## config.mk

```make
export PLATFORM = sky130hd
export DESIGN_NAME = feeder_fire_sequencer_jam_guard_unit_flat
export DESIGN_NICKNAME = d
export VERILOG_FILES = /design/src/rtl/ffsjg_pkg.sv /design/src/rtl/ffsjg_if.sv /design/src/rtl/ffsjg_cfg_regs.sv /design/src/rtl/ffsjg_seq.sv /design/src/rtl/feeder_fire_sequencer_jam_guard_unit.sv /design/src/flat_wrapper.sv
export VERILOG_INCLUDE_DIRS = /design/src /design/src/rtl
export SDC_FILE = /design/constraint.sdc
export NUM_CORES = 1
export LEC_CHECK = 0
export BUFFER_PORTS_ARGS = -buffer_cell sky130_fd_sc_hd__buf_2
export CAP_MARGIN = 10
export CORE_UTILIZATION = 50
export DETAILED_ROUTE_END_ITERATION = 10
export GPL_ROUTABILITY_DRIVEN = 0
export PLACE_DENSITY = 0.68
export RECOVER_POWER = 25
export SLEW_MARGIN = 10
export SYNTH_ARGS = -nofsm -noshare
export SYNTH_HDL_FRONTEND = slang
export SYNTH_SLANG_ARGS = --single-unit
```

## constraint.sdc

```tcl
create_clock -name clk -period 6.3 [get_ports clk]
set_input_delay 0.315 -clock clk [delete_from_list [all_inputs] [get_ports clk]]
set_output_delay 0.315 -clock clk [all_outputs]
set_load 0.03 [all_outputs]
```

## src/rtl/feeder_fire_sequencer_jam_guard_unit_defines.svh

```systemverilog
// Assertion macros for the feeder fire sequencer RTL.
`ifndef FEEDER_FIRE_SEQUENCER_JAM_GUARD_UNIT_DEFINES_SVH
`define FEEDER_FIRE_SEQUENCER_JAM_GUARD_UNIT_DEFINES_SVH

// Same-cycle implication, sampled on clk, off while rst_n is low.
`define FFSJG_ASSERT_NOW(lbl, ante, cons, msg) \
  lbl: assert property (@(posedge clk) disable iff (!rst_n) (ante) |-> (cons)) \
    else $error(msg);

// Next-cycle implication, sampled on clk, off while rst_n is low.
`define FFSJG_ASSERT_NEXT(lbl, ante, cons, msg) \
  lbl: assert property (@(posedge clk) disable iff (!rst_n) (ante) |=> (cons)) \
    else $error(msg);

`endif

```

## src/rtl/ffsjg_pkg.sv

```systemverilog
// Shared types, widths, codes and reset values of the feeder fire sequencer.
package ffsjg_pkg;

  // Default sizes of the internal state
  localparam int ANGLE_BITS_DEF = 16;
  localparam int TICK_BITS_DEF  = 16;
  localparam int SHOT_BITS_DEF  = 8;

  // Field widths on the ports
  localparam int ANGLE_W   = 16;
  localparam int CURRENT_W = 16;
  localparam int MA_W      = 15;
  localparam int TICKCFG_W = 16;
  localparam int COUNT_W   = 8;
  localparam int CFG_IDX_W = 3;
  localparam int CFG_DAT_W = 16;

  // Configuration register indexes
  typedef enum logic [CFG_IDX_W-1:0] {
    REG_JAM_ENABLE      = 3'd0,
    REG_JAM_THRESHOLD   = 3'd1,
    REG_JAM_SUSPECT     = 3'd2,
    REG_JAM_RECOVER     = 3'd3,
    REG_RELEASE_THRESH  = 3'd4,
    REG_SHOT_PERIOD     = 3'd5,
    REG_BURST_COUNT     = 3'd6,
    REG_TOOTH_STEP      = 3'd7
  } cfg_reg_t;

  // Register values after reset
  localparam logic                 RST_JAM_ENABLE     = 1'b1;
  localparam logic [MA_W-1:0]      RST_JAM_THRESHOLD  = 15'd10000;
  localparam logic [TICKCFG_W-1:0] RST_JAM_SUSPECT    = 16'd500;
  localparam logic [TICKCFG_W-1:0] RST_JAM_RECOVER    = 16'd300;
  localparam logic [MA_W-1:0]      RST_RELEASE_THRESH = 15'd20000;
  localparam logic [TICKCFG_W-1:0] RST_SHOT_PERIOD    = 16'd100;
  localparam logic [COUNT_W-1:0]   RST_BURST_COUNT    = 8'd3;
  localparam logic [ANGLE_W-1:0]   RST_TOOTH_STEP     = 16'd8192;

  // Operating modes
  localparam logic [1:0] MODE_SAFE       = 2'd0;
  localparam logic [1:0] MODE_SINGLE     = 2'd1;
  localparam logic [1:0] MODE_BURST      = 2'd2;
  localparam logic [1:0] MODE_CONTINUOUS = 2'd3;

  typedef struct packed {
    logic                 jam_enable;
    logic [MA_W-1:0]      jam_threshold_ma;
    logic [TICKCFG_W-1:0] jam_suspect_ticks;
    logic [TICKCFG_W-1:0] jam_recover_ticks;
    logic [MA_W-1:0]      release_threshold_ma;
    logic [TICKCFG_W-1:0] shot_period_ticks;
    logic [COUNT_W-1:0]   burst_count;
    logic [ANGLE_W-1:0]   tooth_step;
  } ffsjg_cfg_t;

  typedef struct packed {
    logic [1:0]                  mode;
    logic                        ready_req;
    logic                        fire;
    logic [ANGLE_W-1:0]          measured_angle;
    logic signed [CURRENT_W-1:0] motor_current_ma;
  } ffsjg_in_item_t;

  typedef struct packed {
    logic [ANGLE_W-1:0] angle_setpoint;
    logic               relax;
    logic [1:0]         run_phase;
    logic [1:0]         jam_phase;
    logic               jam_flag;
    logic [COUNT_W-1:0] shots_left;
    logic               endless;
  } ffsjg_out_item_t;

endpackage

```

## src/rtl/ffsjg_if.sv

```systemverilog
// Channel interfaces: tick input, result output and configuration write.
interface ffsjg_in_if import ffsjg_pkg::*; ();
  logic                        valid;
  logic                        ready;
  logic [1:0]                  mode;
  logic                        ready_req;
  logic                        fire;
  logic [ANGLE_W-1:0]          measured_angle;
  logic signed [CURRENT_W-1:0] motor_current_ma;

  modport source (output valid, mode, ready_req, fire, measured_angle, motor_current_ma,
                  input ready);
  modport sink (input valid, mode, ready_req, fire, measured_angle, motor_current_ma,
                output ready);
endinterface

interface ffsjg_out_if import ffsjg_pkg::*; ();
  logic               valid;
  logic               ready;
  logic [ANGLE_W-1:0] angle_setpoint;
  logic               relax;
  logic [1:0]         run_phase;
  logic [1:0]         jam_phase;
  logic               jam_flag;
  logic [COUNT_W-1:0] shots_left;
  logic               endless;

  modport source (output valid, angle_setpoint, relax, run_phase, jam_phase, jam_flag,
                  shots_left, endless, input ready);
  modport sink (input valid, angle_setpoint, relax, run_phase, jam_phase, jam_flag,
                shots_left, endless, output ready);
endinterface

interface ffsjg_cfg_if import ffsjg_pkg::*; ();
  logic                 valid;
  logic                 ready;
  logic [CFG_IDX_W-1:0] index;
  logic [CFG_DAT_W-1:0] data;

  modport source (output valid, index, data, input ready);
  modport sink (input valid, index, data, output ready);
endinterface

```

## src/rtl/ffsjg_cfg_regs.sv

```systemverilog
// Configuration register file of the feeder fire sequencer.
module ffsjg_cfg_regs import ffsjg_pkg::*; (
  input  logic        clk,
  input  logic        rst_n,
  ffsjg_cfg_if.sink   cfg_ch,
  output ffsjg_cfg_t  cfg
);

  ffsjg_cfg_t cfg_r;

  // Always take a write
  assign cfg_ch.ready = 1'b1;
  assign cfg = cfg_r;

  // Store the addressed register, cut to its width
  always_ff @(posedge clk) begin
    if (!rst_n) begin
      cfg_r.jam_enable           <= RST_JAM_ENABLE;
      cfg_r.jam_threshold_ma     <= RST_JAM_THRESHOLD;
      cfg_r.jam_suspect_ticks    <= RST_JAM_SUSPECT;
      cfg_r.jam_recover_ticks    <= RST_JAM_RECOVER;
      cfg_r.release_threshold_ma <= RST_RELEASE_THRESH;
      cfg_r.shot_period_ticks    <= RST_SHOT_PERIOD;
      cfg_r.burst_count          <= RST_BURST_COUNT;
      cfg_r.tooth_step           <= RST_TOOTH_STEP;
    end else if (cfg_ch.valid) begin
      case (cfg_reg_t'(cfg_ch.index))
        REG_JAM_ENABLE:     cfg_r.jam_enable           <= cfg_ch.data[0];
        REG_JAM_THRESHOLD:  cfg_r.jam_threshold_ma     <= cfg_ch.data[MA_W-1:0];
        REG_JAM_SUSPECT:    cfg_r.jam_suspect_ticks    <= cfg_ch.data[TICKCFG_W-1:0];
        REG_JAM_RECOVER:    cfg_r.jam_recover_ticks    <= cfg_ch.data[TICKCFG_W-1:0];
        REG_RELEASE_THRESH: cfg_r.release_threshold_ma <= cfg_ch.data[MA_W-1:0];
        REG_SHOT_PERIOD:    cfg_r.shot_period_ticks    <= cfg_ch.data[TICKCFG_W-1:0];
        REG_BURST_COUNT:    cfg_r.burst_count          <= cfg_ch.data[COUNT_W-1:0];
        REG_TOOTH_STEP:     cfg_r.tooth_step           <= cfg_ch.data[ANGLE_W-1:0];
        default: begin
        end
      endcase
    end
  end

endmodule

```

## src/rtl/ffsjg_seq.sv

```systemverilog
// Per-tick update of the run sequencer and jam guard, with the result register.
`include "feeder_fire_sequencer_jam_guard_unit_defines.svh"

module ffsjg_seq import ffsjg_pkg::*; #(
  parameter int ANGLE_BITS = ANGLE_BITS_DEF,
  parameter int TICK_BITS  = TICK_BITS_DEF,
  parameter int SHOT_BITS  = SHOT_BITS_DEF
) (
  input  logic            clk,
  input  logic            rst_n,
  input  logic            step_en,
  input  ffsjg_in_item_t  item,
  input  ffsjg_cfg_t      cfg,
  output ffsjg_out_item_t res
);

  localparam int CMP_W = (TICK_BITS > TICKCFG_W) ? TICK_BITS : TICKCFG_W;

  typedef logic [ANGLE_BITS-1:0] angle_t;
  typedef logic [TICK_BITS-1:0]  tick_t;
  typedef logic [SHOT_BITS-1:0]  shot_t;
  typedef logic [CMP_W-1:0]      cmp_t;

  // One radian as a fraction of a turn, rounded
  localparam logic [63:0] ONE_RAD_WIDE =
    ((64'd1 << ANGLE_BITS) * 64'd500000000 + 64'd1570796327) / 64'd3141592654;
  localparam angle_t ONE_RAD  = angle_t'(ONE_RAD_WIDE);
  localparam tick_t  TICK_MAX = '1;

  typedef enum logic [1:0] {
    RUN_IDLE  = 2'd0,
    RUN_READY = 2'd1,
    RUN_FIRE  = 2'd2
  } run_state_t;

  typedef enum logic [1:0] {
    G_NORMAL  = 2'd0,
    G_SUSPECT = 2'd1,
    G_CONFIRM = 2'd2,
    G_HANDLE  = 2'd3
  } guard_state_t;

  run_state_t      run_r,          run_nxt;
  guard_state_t    guard_r,        guard_nxt;
  angle_t          hold_r,         hold_nxt;
  angle_t          target_r,       target_nxt;
  shot_t           pending_r,      pending_nxt;
  logic            endless_r,      endless_nxt;
  tick_t           since_shot_r,   since_shot_nxt;
  tick_t           guard_timer_r,  guard_timer_nxt;
  logic            jam_seen_r,     jam_seen_nxt;
  logic            prev_fire_r,    prev_fire_nxt;
  ffsjg_out_item_t res_r,          res_nxt;

  angle_t                      meas;
  angle_t                      tooth;
  logic signed [CURRENT_W-1:0] cur;
  logic signed [CURRENT_W-1:0] thr_s;
  logic signed [CURRENT_W-1:0] rel_s;
  angle_t                      win_diff;
  logic                        shot_go;
  logic                        seq_run;
  logic                        recover_chk;

  assign meas  = angle_t'(item.measured_angle);
  assign tooth = angle_t'(cfg.tooth_step);
  assign cur   = item.motor_current_ma;
  assign thr_s = $signed({1'b0, cfg.jam_threshold_ma});
  assign rel_s = $signed({1'b0, cfg.release_threshold_ma});

  // Compute the whole tick: timers, guard, sequencer, recovery, result
  always_comb begin
    run_nxt         = run_r;
    guard_nxt       = guard_r;
    hold_nxt        = hold_r;
    target_nxt      = target_r;
    pending_nxt     = pending_r;
    endless_nxt     = endless_r;
    jam_seen_nxt    = jam_seen_r;
    prev_fire_nxt   = prev_fire_r;
    seq_run         = 1'b0;
    recover_chk     = 1'b0;

    // Advance both saturating tick counters
    since_shot_nxt  = (since_shot_r == TICK_MAX) ? since_shot_r : since_shot_r + tick_t'(1);
    guard_timer_nxt = (guard_timer_r == TICK_MAX) ? guard_timer_r
                                                  : guard_timer_r + tick_t'(1);

    // Jam guard ahead of the sequencer
    if (!cfg.jam_enable) begin
      guard_nxt    = G_NORMAL;
      jam_seen_nxt = 1'b0;
      seq_run      = 1'b1;
    end else begin
      case (guard_r)
        G_NORMAL: begin
          if (cur > thr_s) begin
            guard_nxt       = G_SUSPECT;
            guard_timer_nxt = '0;
          end
          seq_run = 1'b1;
        end
        G_SUSPECT: begin
          if (cur < thr_s) begin
            guard_nxt = G_NORMAL;
          end else if (cmp_t'(guard_timer_nxt) >= cmp_t'(cfg.jam_suspect_ticks)) begin
            jam_seen_nxt = 1'b1;
            guard_nxt    = G_CONFIRM;
          end else begin
            seq_run = 1'b1;
          end
        end
        default: begin
          // Confirmed jam: drop shots and back off one tooth behind the feeder
          if (guard_r == G_CONFIRM) begin
            pending_nxt     = '0;
            endless_nxt     = 1'b0;
            target_nxt      = meas - tooth;
            guard_nxt       = G_HANDLE;
            guard_timer_nxt = '0;
          end
          seq_run     = 1'b1;
          recover_chk = 1'b1;
        end
      endcase
    end

    // Shot check on the state as the sequencer sees it
    win_diff = target_nxt - meas;
    shot_go  = (pending_nxt != '0 || endless_nxt) &&
               (cmp_t'(since_shot_nxt) >= cmp_t'(cfg.shot_period_ticks)) &&
               item.fire && (win_diff[ANGLE_BITS-1] || win_diff <= ONE_RAD);

    // Run sequencer
    if (seq_run) begin
      if (item.mode == MODE_SAFE) begin
        hold_nxt   = meas;
        target_nxt = meas;
      end else begin
        case (run_r)
          RUN_IDLE: begin
            if (item.ready_req) begin
              run_nxt     = RUN_READY;
              pending_nxt = '0;
              endless_nxt = 1'b0;
            end
          end
          RUN_READY: begin
            if (shot_go) begin
              since_shot_nxt = '0;
              target_nxt     = target_nxt + tooth;
              if (!endless_nxt) begin
                pending_nxt = pending_nxt - shot_t'(1);
              end
            end
            if (!item.ready_req) begin
              run_nxt = RUN_IDLE;
            end else if (!prev_fire_r && item.fire) begin
              run_nxt     = RUN_FIRE;
              pending_nxt = '0;
              endless_nxt = 1'b0;
              if (item.mode == MODE_SINGLE) begin
                pending_nxt = shot_t'(1);
              end else if (item.mode == MODE_BURST) begin
                pending_nxt = shot_t'(cfg.burst_count);
              end else begin
                endless_nxt = 1'b1;
              end
            end
          end
          RUN_FIRE: begin
            if (shot_go) begin
              since_shot_nxt = '0;
              target_nxt     = target_nxt + tooth;
              if (!endless_nxt) begin
                pending_nxt = pending_nxt - shot_t'(1);
              end
            end
            if (!item.fire) begin
              run_nxt     = RUN_READY;
              hold_nxt    = meas;
              pending_nxt = '0;
              endless_nxt = 1'b0;
            end
          end
          default: begin
            run_nxt = RUN_IDLE;
          end
        endcase
      end
      prev_fire_nxt = item.fire;
    end

    // Leave jam handling once the recover time has passed and the current is below the release threshold
    if (recover_chk && (cmp_t'(guard_timer_nxt) >= cmp_t'(cfg.jam_recover_ticks)) &&
        (cur < rel_s)) begin
      guard_nxt = G_NORMAL;
    end

    // Assemble the result
    res_nxt.angle_setpoint = (run_nxt == RUN_FIRE) ? ANGLE_W'(target_nxt)
                                                   : ANGLE_W'(hold_nxt);
    res_nxt.relax          = (item.mode == MODE_SAFE);
    res_nxt.run_phase      = run_nxt;
    res_nxt.jam_phase      = guard_nxt;
    res_nxt.jam_flag       = jam_seen_nxt;
    res_nxt.shots_left     = COUNT_W'(pending_nxt);
    res_nxt.endless        = endless_nxt;
  end

  // Hold state and the result register; advance once per transfer
  always_ff @(posedge clk) begin
    if (!rst_n) begin
      run_r         <= RUN_IDLE;
      guard_r       <= G_NORMAL;
      hold_r        <= '0;
      target_r      <= '0;
      pending_r     <= '0;
      endless_r     <= 1'b0;
      since_shot_r  <= TICK_MAX;
      guard_timer_r <= '0;
      jam_seen_r    <= 1'b0;
      prev_fire_r   <= 1'b0;
    end else if (step_en) begin
      run_r         <= run_nxt;
      guard_r       <= guard_nxt;
      hold_r        <= hold_nxt;
      target_r      <= target_nxt;
      pending_r     <= pending_nxt;
      endless_r     <= endless_nxt;
      since_shot_r  <= since_shot_nxt;
      guard_timer_r <= guard_timer_nxt;
      jam_seen_r    <= jam_seen_nxt;
      prev_fire_r   <= prev_fire_nxt;
      res_r         <= res_nxt;
    end
  end

  assign res = res_r;

  // Continuous firing never carries a shot count alongside
  `FFSJG_ASSERT_NOW(a_endless_no_count, endless_r, pending_r == '0, "endless with shots pending")
  // Detection off forces the guard back to normal and clears the flag
  `FFSJG_ASSERT_NEXT(a_jam_off_clears, step_en && !cfg.jam_enable,
    guard_r == G_NORMAL && !jam_seen_r, "guard not cleared with detection off")
  // A confirmed jam moves to handling (or straight out) with a fresh timer
  `FFSJG_ASSERT_NEXT(a_confirm_to_handle, step_en && cfg.jam_enable && guard_r == G_CONFIRM,
    (guard_r == G_HANDLE || guard_r == G_NORMAL) && guard_timer_r == '0,
    "confirmed jam did not enter handling")

endmodule

```

## src/rtl/feeder_fire_sequencer_jam_guard_unit.sv

```systemverilog
// Feeder fire sequencer with jam guard: takes one control tick per item and returns one
// result per tick. Items are taken at one per clock cycle, back to back, while the
// result output is not stalled. The input register holds the tick, and the single
// combinational tick update loads the result register from it once the result slot is
// free; the result register then offers the result on the output. While a result waits
// on a stalled output, the input register takes one more item and then holds the input
// ready low until the result transfer. The configuration port is always ready and a
// written register applies from the next tick; write it only while no tick is in flight.
module feeder_fire_sequencer_jam_guard_unit import ffsjg_pkg::*; #(
  parameter int ANGLE_BITS = ANGLE_BITS_DEF,
  parameter int TICK_BITS  = TICK_BITS_DEF,
  parameter int SHOT_BITS  = SHOT_BITS_DEF
) (
  input  logic        clk,
  input  logic        rst_n,
  ffsjg_cfg_if.sink   cfg_ch,
  ffsjg_in_if.sink    in_ch,
  ffsjg_out_if.source out_ch
);

  ffsjg_cfg_t      cfg;
  ffsjg_in_item_t  in_item_r;
  ffsjg_out_item_t res;
  logic            in_valid_r;
  logic            out_valid_r;
  logic            out_free;
  logic            advance;

  // Move the held item into the result register when that slot frees up
  assign out_free    = !out_valid_r || out_ch.ready;
  assign advance     = in_valid_r && out_free;
  assign in_ch.ready = !in_valid_r || advance;

  // Track occupancy of the input and result registers
  always_ff @(posedge clk) begin
    if (!rst_n) begin
      in_valid_r  <= 1'b0;
      out_valid_r <= 1'b0;
    end else begin
      if (in_ch.ready) begin
        in_valid_r <= in_ch.valid;
      end
      if (out_free) begin
        out_valid_r <= in_valid_r;
      end
    end
  end

  // Capture the input payload on transfer
  always_ff @(posedge clk) begin
    if (in_ch.valid && in_ch.ready) begin
      in_item_r.mode             <= in_ch.mode;
      in_item_r.ready_req        <= in_ch.ready_req;
      in_item_r.fire             <= in_ch.fire;
      in_item_r.measured_angle   <= in_ch.measured_angle;
      in_item_r.motor_current_ma <= in_ch.motor_current_ma;
    end
  end

  ffsjg_cfg_regs u_cfg (
    .clk    (clk),
    .rst_n  (rst_n),
    .cfg_ch (cfg_ch),
    .cfg    (cfg)
  );

  ffsjg_seq #(
    .ANGLE_BITS (ANGLE_BITS),
    .TICK_BITS  (TICK_BITS),
    .SHOT_BITS  (SHOT_BITS)
  ) u_seq (
    .clk     (clk),
    .rst_n   (rst_n),
    .step_en (advance),
    .item    (in_item_r),
    .cfg     (cfg),
    .res     (res)
  );

  // Drive the result channel
  assign out_ch.valid          = out_valid_r;
  assign out_ch.angle_setpoint = res.angle_setpoint;
  assign out_ch.relax          = res.relax;
  assign out_ch.run_phase      = res.run_phase;
  assign out_ch.jam_phase      = res.jam_phase;
  assign out_ch.jam_flag       = res.jam_flag;
  assign out_ch.shots_left     = res.shots_left;
  assign out_ch.endless        = res.endless;

endmodule

```

## src/flat_wrapper.sv

```systemverilog
// flat-port wrapper written by rule: the top's interface ports become plain ports
module feeder_fire_sequencer_jam_guard_unit_flat import ffsjg_pkg::*;
#(
  parameter int ANGLE_BITS = ANGLE_BITS_DEF,
  parameter int TICK_BITS  = TICK_BITS_DEF,
  parameter int SHOT_BITS  = SHOT_BITS_DEF
)
  (clk, rst_n, cfg_ch_valid, cfg_ch_index, cfg_ch_data, cfg_ch_ready, in_ch_valid, in_ch_mode, in_ch_ready_req, in_ch_fire, in_ch_measured_angle, in_ch_motor_current_ma, in_ch_ready, out_ch_valid, out_ch_angle_setpoint, out_ch_relax, out_ch_run_phase, out_ch_jam_phase, out_ch_jam_flag, out_ch_shots_left, out_ch_endless, out_ch_ready);
  ffsjg_cfg_if cfg_ch_i ();
  ffsjg_in_if in_ch_i ();
  ffsjg_out_if out_ch_i ();
  input  logic clk;
  input  logic rst_n;
  input wire logic [$bits(cfg_ch_i.valid)-1:0] cfg_ch_valid;
  input wire logic [$bits(cfg_ch_i.index)-1:0] cfg_ch_index;
  input wire logic [$bits(cfg_ch_i.data)-1:0] cfg_ch_data;
  output wire logic [$bits(cfg_ch_i.ready)-1:0] cfg_ch_ready;
  input wire logic [$bits(in_ch_i.valid)-1:0] in_ch_valid;
  input wire logic [$bits(in_ch_i.mode)-1:0] in_ch_mode;
  input wire logic [$bits(in_ch_i.ready_req)-1:0] in_ch_ready_req;
  input wire logic [$bits(in_ch_i.fire)-1:0] in_ch_fire;
  input wire logic [$bits(in_ch_i.measured_angle)-1:0] in_ch_measured_angle;
  input wire logic [$bits(in_ch_i.motor_current_ma)-1:0] in_ch_motor_current_ma;
  output wire logic [$bits(in_ch_i.ready)-1:0] in_ch_ready;
  output wire logic [$bits(out_ch_i.valid)-1:0] out_ch_valid;
  output wire logic [$bits(out_ch_i.angle_setpoint)-1:0] out_ch_angle_setpoint;
  output wire logic [$bits(out_ch_i.relax)-1:0] out_ch_relax;
  output wire logic [$bits(out_ch_i.run_phase)-1:0] out_ch_run_phase;
  output wire logic [$bits(out_ch_i.jam_phase)-1:0] out_ch_jam_phase;
  output wire logic [$bits(out_ch_i.jam_flag)-1:0] out_ch_jam_flag;
  output wire logic [$bits(out_ch_i.shots_left)-1:0] out_ch_shots_left;
  output wire logic [$bits(out_ch_i.endless)-1:0] out_ch_endless;
  input wire logic [$bits(out_ch_i.ready)-1:0] out_ch_ready;
  assign cfg_ch_i.valid = cfg_ch_valid;
  assign cfg_ch_i.index = cfg_ch_index;
  assign cfg_ch_i.data = cfg_ch_data;
  assign cfg_ch_ready = cfg_ch_i.ready;
  assign in_ch_i.valid = in_ch_valid;
  assign in_ch_i.mode = in_ch_mode;
  assign in_ch_i.ready_req = in_ch_ready_req;
  assign in_ch_i.fire = in_ch_fire;
  assign in_ch_i.measured_angle = in_ch_measured_angle;
  assign in_ch_i.motor_current_ma = in_ch_motor_current_ma;
  assign in_ch_ready = in_ch_i.ready;
  assign out_ch_valid = out_ch_i.valid;
  assign out_ch_angle_setpoint = out_ch_i.angle_setpoint;
  assign out_ch_relax = out_ch_i.relax;
  assign out_ch_run_phase = out_ch_i.run_phase;
  assign out_ch_jam_phase = out_ch_i.jam_phase;
  assign out_ch_jam_flag = out_ch_i.jam_flag;
  assign out_ch_shots_left = out_ch_i.shots_left;
  assign out_ch_endless = out_ch_i.endless;
  assign out_ch_i.ready = out_ch_ready;
  feeder_fire_sequencer_jam_guard_unit #(.ANGLE_BITS(ANGLE_BITS), .TICK_BITS(TICK_BITS), .SHOT_BITS(SHOT_BITS)) u_core (.clk(clk), .rst_n(rst_n), .cfg_ch(cfg_ch_i), .in_ch(in_ch_i), .out_ch(out_ch_i));
endmodule
```

==> flow_summary.json <==
{
  "fill_cells": 2758,
  "endpoint_kind": "flop",
  "design_area_um2": 17700,
  "via_per_inst": 5.90,
  "start_util_pct": 51.4,
  "rsz0062_at_grt": "no",
  "ys_seq_area_share_pct": 36.9,
  "path_cells": "inv_1 > ha_1 > inv_1 > fa_1 > a21o_1 > a21o_1 > a21oi_1 > o311ai_0 > nor4b_1 > a21oi_1 > inv_1 > ha_1 > a21oi_1 > o21ai_1 > or2_2 > a211oi_1 > a221oi_2 > a211oi_2 > a31oi_4 > a21boi_2 > or3b_1 > a31oi_1 > nor2b_1",
  "async_reset_ff_share_pct": 0,
  "period_needed_ns": 5.86,
  "holdPathStages": 3,
  "synthCells": 1875,
  "numCtsBuffers": 29,
  "grt_max_degree": 76,
  "cp.arrival_ns": 6.18,
  "wire_per_inst_um": 18.5,
  "multi_input_area_um2": 8940,
  "drive_gt1_share_pct": 9.20,
  "cts_max_level": 1,
  "synth.distinct_cells": 91,
  "syn_area_um2": 15400,
  "rows": 63,
  "slew_headroom_pct": -42.9,
  "hold_class": "in -> reg",
  "clock-root-buffer": "clkbuf_16",
  "dpl_cell_area_um2": 16300,
  "max-cap-violations": 3,
  "dr.max_layer_used": "met5",
  "synth_area_leaders": "dfxtp_1 (24%), edfxtp_1 (13%), ha_1 (11%), nand2_1 (8.6%), a21oi_1 (6.2%)",
  "num_io_pins": 94,
  "clock_latency_ns": 0.58,
  "crit_required_ns": 6.62,
  "yosys_register_bits": 251,
  "cts_sinks": 251,
  "violations": "max-capacitance violations, max-slew violations",
  "period_share_pct": 93.1,
  "grt-ovfl-total": 0,
  "antenna_left": 0,
  "wirelength_met1_mm": 19.5,
  "start_kind": "flop",
  "post-dp-hpwl_mm": 31.0,
  "irDropWorstVdd_uv": 226,
  "power_leakage_nw": 7.21,
  "area_growth_pct": 14.4,
  "fmaxAchievable_ghz": 0.171,
  "cts_tree": "done",
  "met2_length_mm": 20.1,
  "setup-violations-final": 0,
  "ff2ff_path_depth": 23,
  "wl_met3_mm": 3.20,
  "r2r_start": "u_core.in_item_r[16]",
  "post-place-cells": 2299,
  "drt-pass1-iter-count": 6,
  "cp_max_fo": 7,
  "powerDensity_nw_per_um2": 248,
  "clk_pin_slew_ns": 0.06,
  "hp-start": "cfg_ch_data[15]",
  "post_cts_buffers": 0,
  "die_h_um": 178,
  "portBuffers": 92,
  "vias": 14097,
  "crit_type": "reg -> reg",
  "grt_pass1_vias": 13455,
  "drt_wl_total_mm": 44.1,
  "cpPeakStageDelay_ns": 0.46,
  "holdWs_ns": 0.0619,
  "finalMaxSlewViolations": 117,
  "status": "complete, but fails checks",
  "cpMaxStageDelayCell": "fa_1",
  "nets": 2173,
  "cts.path.max_buffers": 3,
  "syn_avg_cell_area_um2": 8.24,
  "finalNonFillerCells": 2391,
  "drtIter0Drc": 1302,
  "grt.total_usage_pct": 28.4,
  "drc": 0,
  "ys.flop_type": "dfxtp_1",
  "syn-num-nets": 2071,
  "core_area_um2": 30000,
  "crit_path_start": "u_core.in_item_r[16]",
  "dieWidth_um": 178,
  "antenna_found_initial": 3,
  "finalHoldViolations": 0,
  "yosysTopAreaCell": "dfxtp_1",
  "seqCellArea_um2": 5700,
  "clock_skew_ns": 0.0144,
  "synth_edf_count": 67,
  "synth_top_cell_area_share_pct": 23.8,
  "grt_pass1_wl_mm": 70.9,
  "fin_tns_setup_ns": 0,
  "worstMarginPinSlew_ns": 2.14,
  "design.die.area_um2": 31600,
  "ys_warn_count": 0
}
## what timing repair did
| item | 4_1_cts | 5_1_grt |
|---|---|---|
| resized for setup | 0 | 2 |
| endpoints found under the hold margin | 37 | 0 |
| endpoints found under the setup margin | 0 | 42 |
| hold buffers | 37 | 0 |
## cells in the final DEF, fill, tap and decap left out, drive strengths merged, types with 6 or more instances in the layout
cell type | netlist | layout
and3 | 21 | 21
xor2 | 28 | 28
xnor2 | 25 | 25
a211oi | 22 | 22
nand3 | 46 | 46
nor4 | 6 | 6
a21boi | 13 | 13
clkbuf | 76 | 64
edfxtp | 67 | 67
a211o | 6 | 6
nor2 | 79 | 79
buf | 11 | 103
o21ai | 79 | 79
a2bb2oi | 7 | 7
a21oi | 192 | 192
nand2b | 17 | 17
nor3 | 28 | 28
inv | 134 | 134
ha | 133 | 133
o211a | 7 | 7
a31oi | 29 | 29
o22ai | 6 | 6
dfxtp | 184 | 184
dlygate4sd3 | 0 | 37
nand2 | 352 | 352
nand4 | 19 | 19
o31a | 8 | 8
a32oi | 7 | 7
o211ai | 39 | 39
nor2b | 33 | 33
or3 | 12 | 12
mux2 | 10 | 10
o31ai | 12 | 12
and2 | 22 | 22
o21a | 18 | 18
a21o | 22 | 22
mux2i | 15 | 15
a22oi | 9 | 9
## cell type report
cell class | instances | share of cell area (%)
Inverter | 135 | 2.88
Timing Repair Buffer | 158 | 5.75
Sequential cell | 251 | 32.2
Clock buffer | 46 | 4.87
Clock inverter | 8 | 0.885
Antenna cell | 1 | 0.0142
Multi-Input combinational cell | 1402 | 50.6
Tap cell | 390 | 2.76
## flip-flops by register name, indices dropped and copies added (netlist names), 2 cells and up
name                        cells
u_core.in_item_r               36
u_core.u_cfg.cfg              103
u_core.u_seq.guard_r            2
u_core.u_seq.guard_timer_r     16
u_core.u_seq.hold_r            16
u_core.u_seq.pending_r          8
u_core.u_seq.res               31
u_core.u_seq.run_r              2
u_core.u_seq.since_shot_r      16
u_core.u_seq.target_r          16
## report_power, final
group	switching, mW	leakage, nW	internal (mW)	total (mW)
clock network	0.697	0.491	1.10	1.80
logic	0.491	4.58	0.318	0.809
registers	0.0571	2.14	1.72	1.78
## critical path, delay by kind of cell (launching register included)
family,cells,cell delay (ns)
buffers and inverters,3,0.28
AND/OR/NAND/NOR,4,1.01
AO/OA/AOI/OAI,13,2.91
adder cells (fa/ha/maj),3,1.01
flip-flops,1,0.43
## per-layer routing
layer / global-route usage (%) / vias to the layer above
met4: 9.01 / 4
li1: - / 6871
met3: 4.07 / 81
met5: 0 / -
met2: 47.3 / 516
met1: 37.7 / 6625
## path summary, 6_finish.rpt
kind / slack, ns / endpoint
worst max-delay path: 0.44 / u_core.u_seq.res[6]
worst min-delay path: 0.06 / u_core.u_cfg.cfg[15]
worst max register to register: 0.44 / u_core.u_seq.res[6]
worst min register to register: 0.45 / u_core.u_cfg.cfg[35]
## logic make-up after synthesis
logic type | Yosys count | synth area share (%)
AOI/OAI and AO/OA | 527 | 22.2
adders and majority gates | 136 | 11.2
DFF | 251 | 36.9
xor gates and xnor gates | 53 | 3.01
buffers and inverters | 222 | 5.48
other | 1 | 0.0243
and+or+nand+nor | 660 | 19.5
muxes | 25 | 1.70
## cell usage after synthesis (all sizes together) (5+ instances only)
| library cell | count |
|---|---|
| and2 | 22 |
| o31a | 8 |
| a22oi | 9 |
| a211o | 6 |
| mux2 | 10 |
| o211ai | 39 |
| clkbuf | 76 |
| buf | 11 |
| nand2b | 17 |
| xnor2 | 25 |
| nor3 | 28 |
| and4 | 5 |
| nand3 | 46 |
| nand4 | 19 |
| nor2b | 33 |
| nor4 | 6 |
| ha | 133 |
| o21bai | 5 |
| inv | 134 |
| o21a | 18 |
| a21o | 22 |
| o31ai | 12 |
| nand2 | 352 |
| mux2i | 15 |
| a211oi | 22 |
| o211a | 7 |
| or3 | 12 |
| and3 | 21 |
| a31oi | 29 |
| o22ai | 6 |
| a21boi | 13 |
| xor2 | 28 |
| a2111oi | 5 |
| edfxtp | 67 |
| dfxtp | 184 |
| a21oi | 192 |
| a32oi | 7 |
| a2bb2oi | 7 |
| nor2 | 79 |
| o21ai | 79 |
## metrics by stage
| stage | setup slack, ns | power [mW] | utilization, % |
|---|---|---|---|
| 2_1_floorplan | 1.06 | 2.36 | - |
| 3_5_place_dp | 0.273 | 2.59 | 54.3 |
| 3_3_place_gp | 0.440 | 2.56 | 54.3 |
| 5_1_grt | 0.0239 | 4.58 | 58.8 |
| 4_1_cts | 0.267 | 4.40 | 58.9 |
| 6_report | 0.435 | 4.38 | 58.8 |
Power figures use the tool's default switching activity.
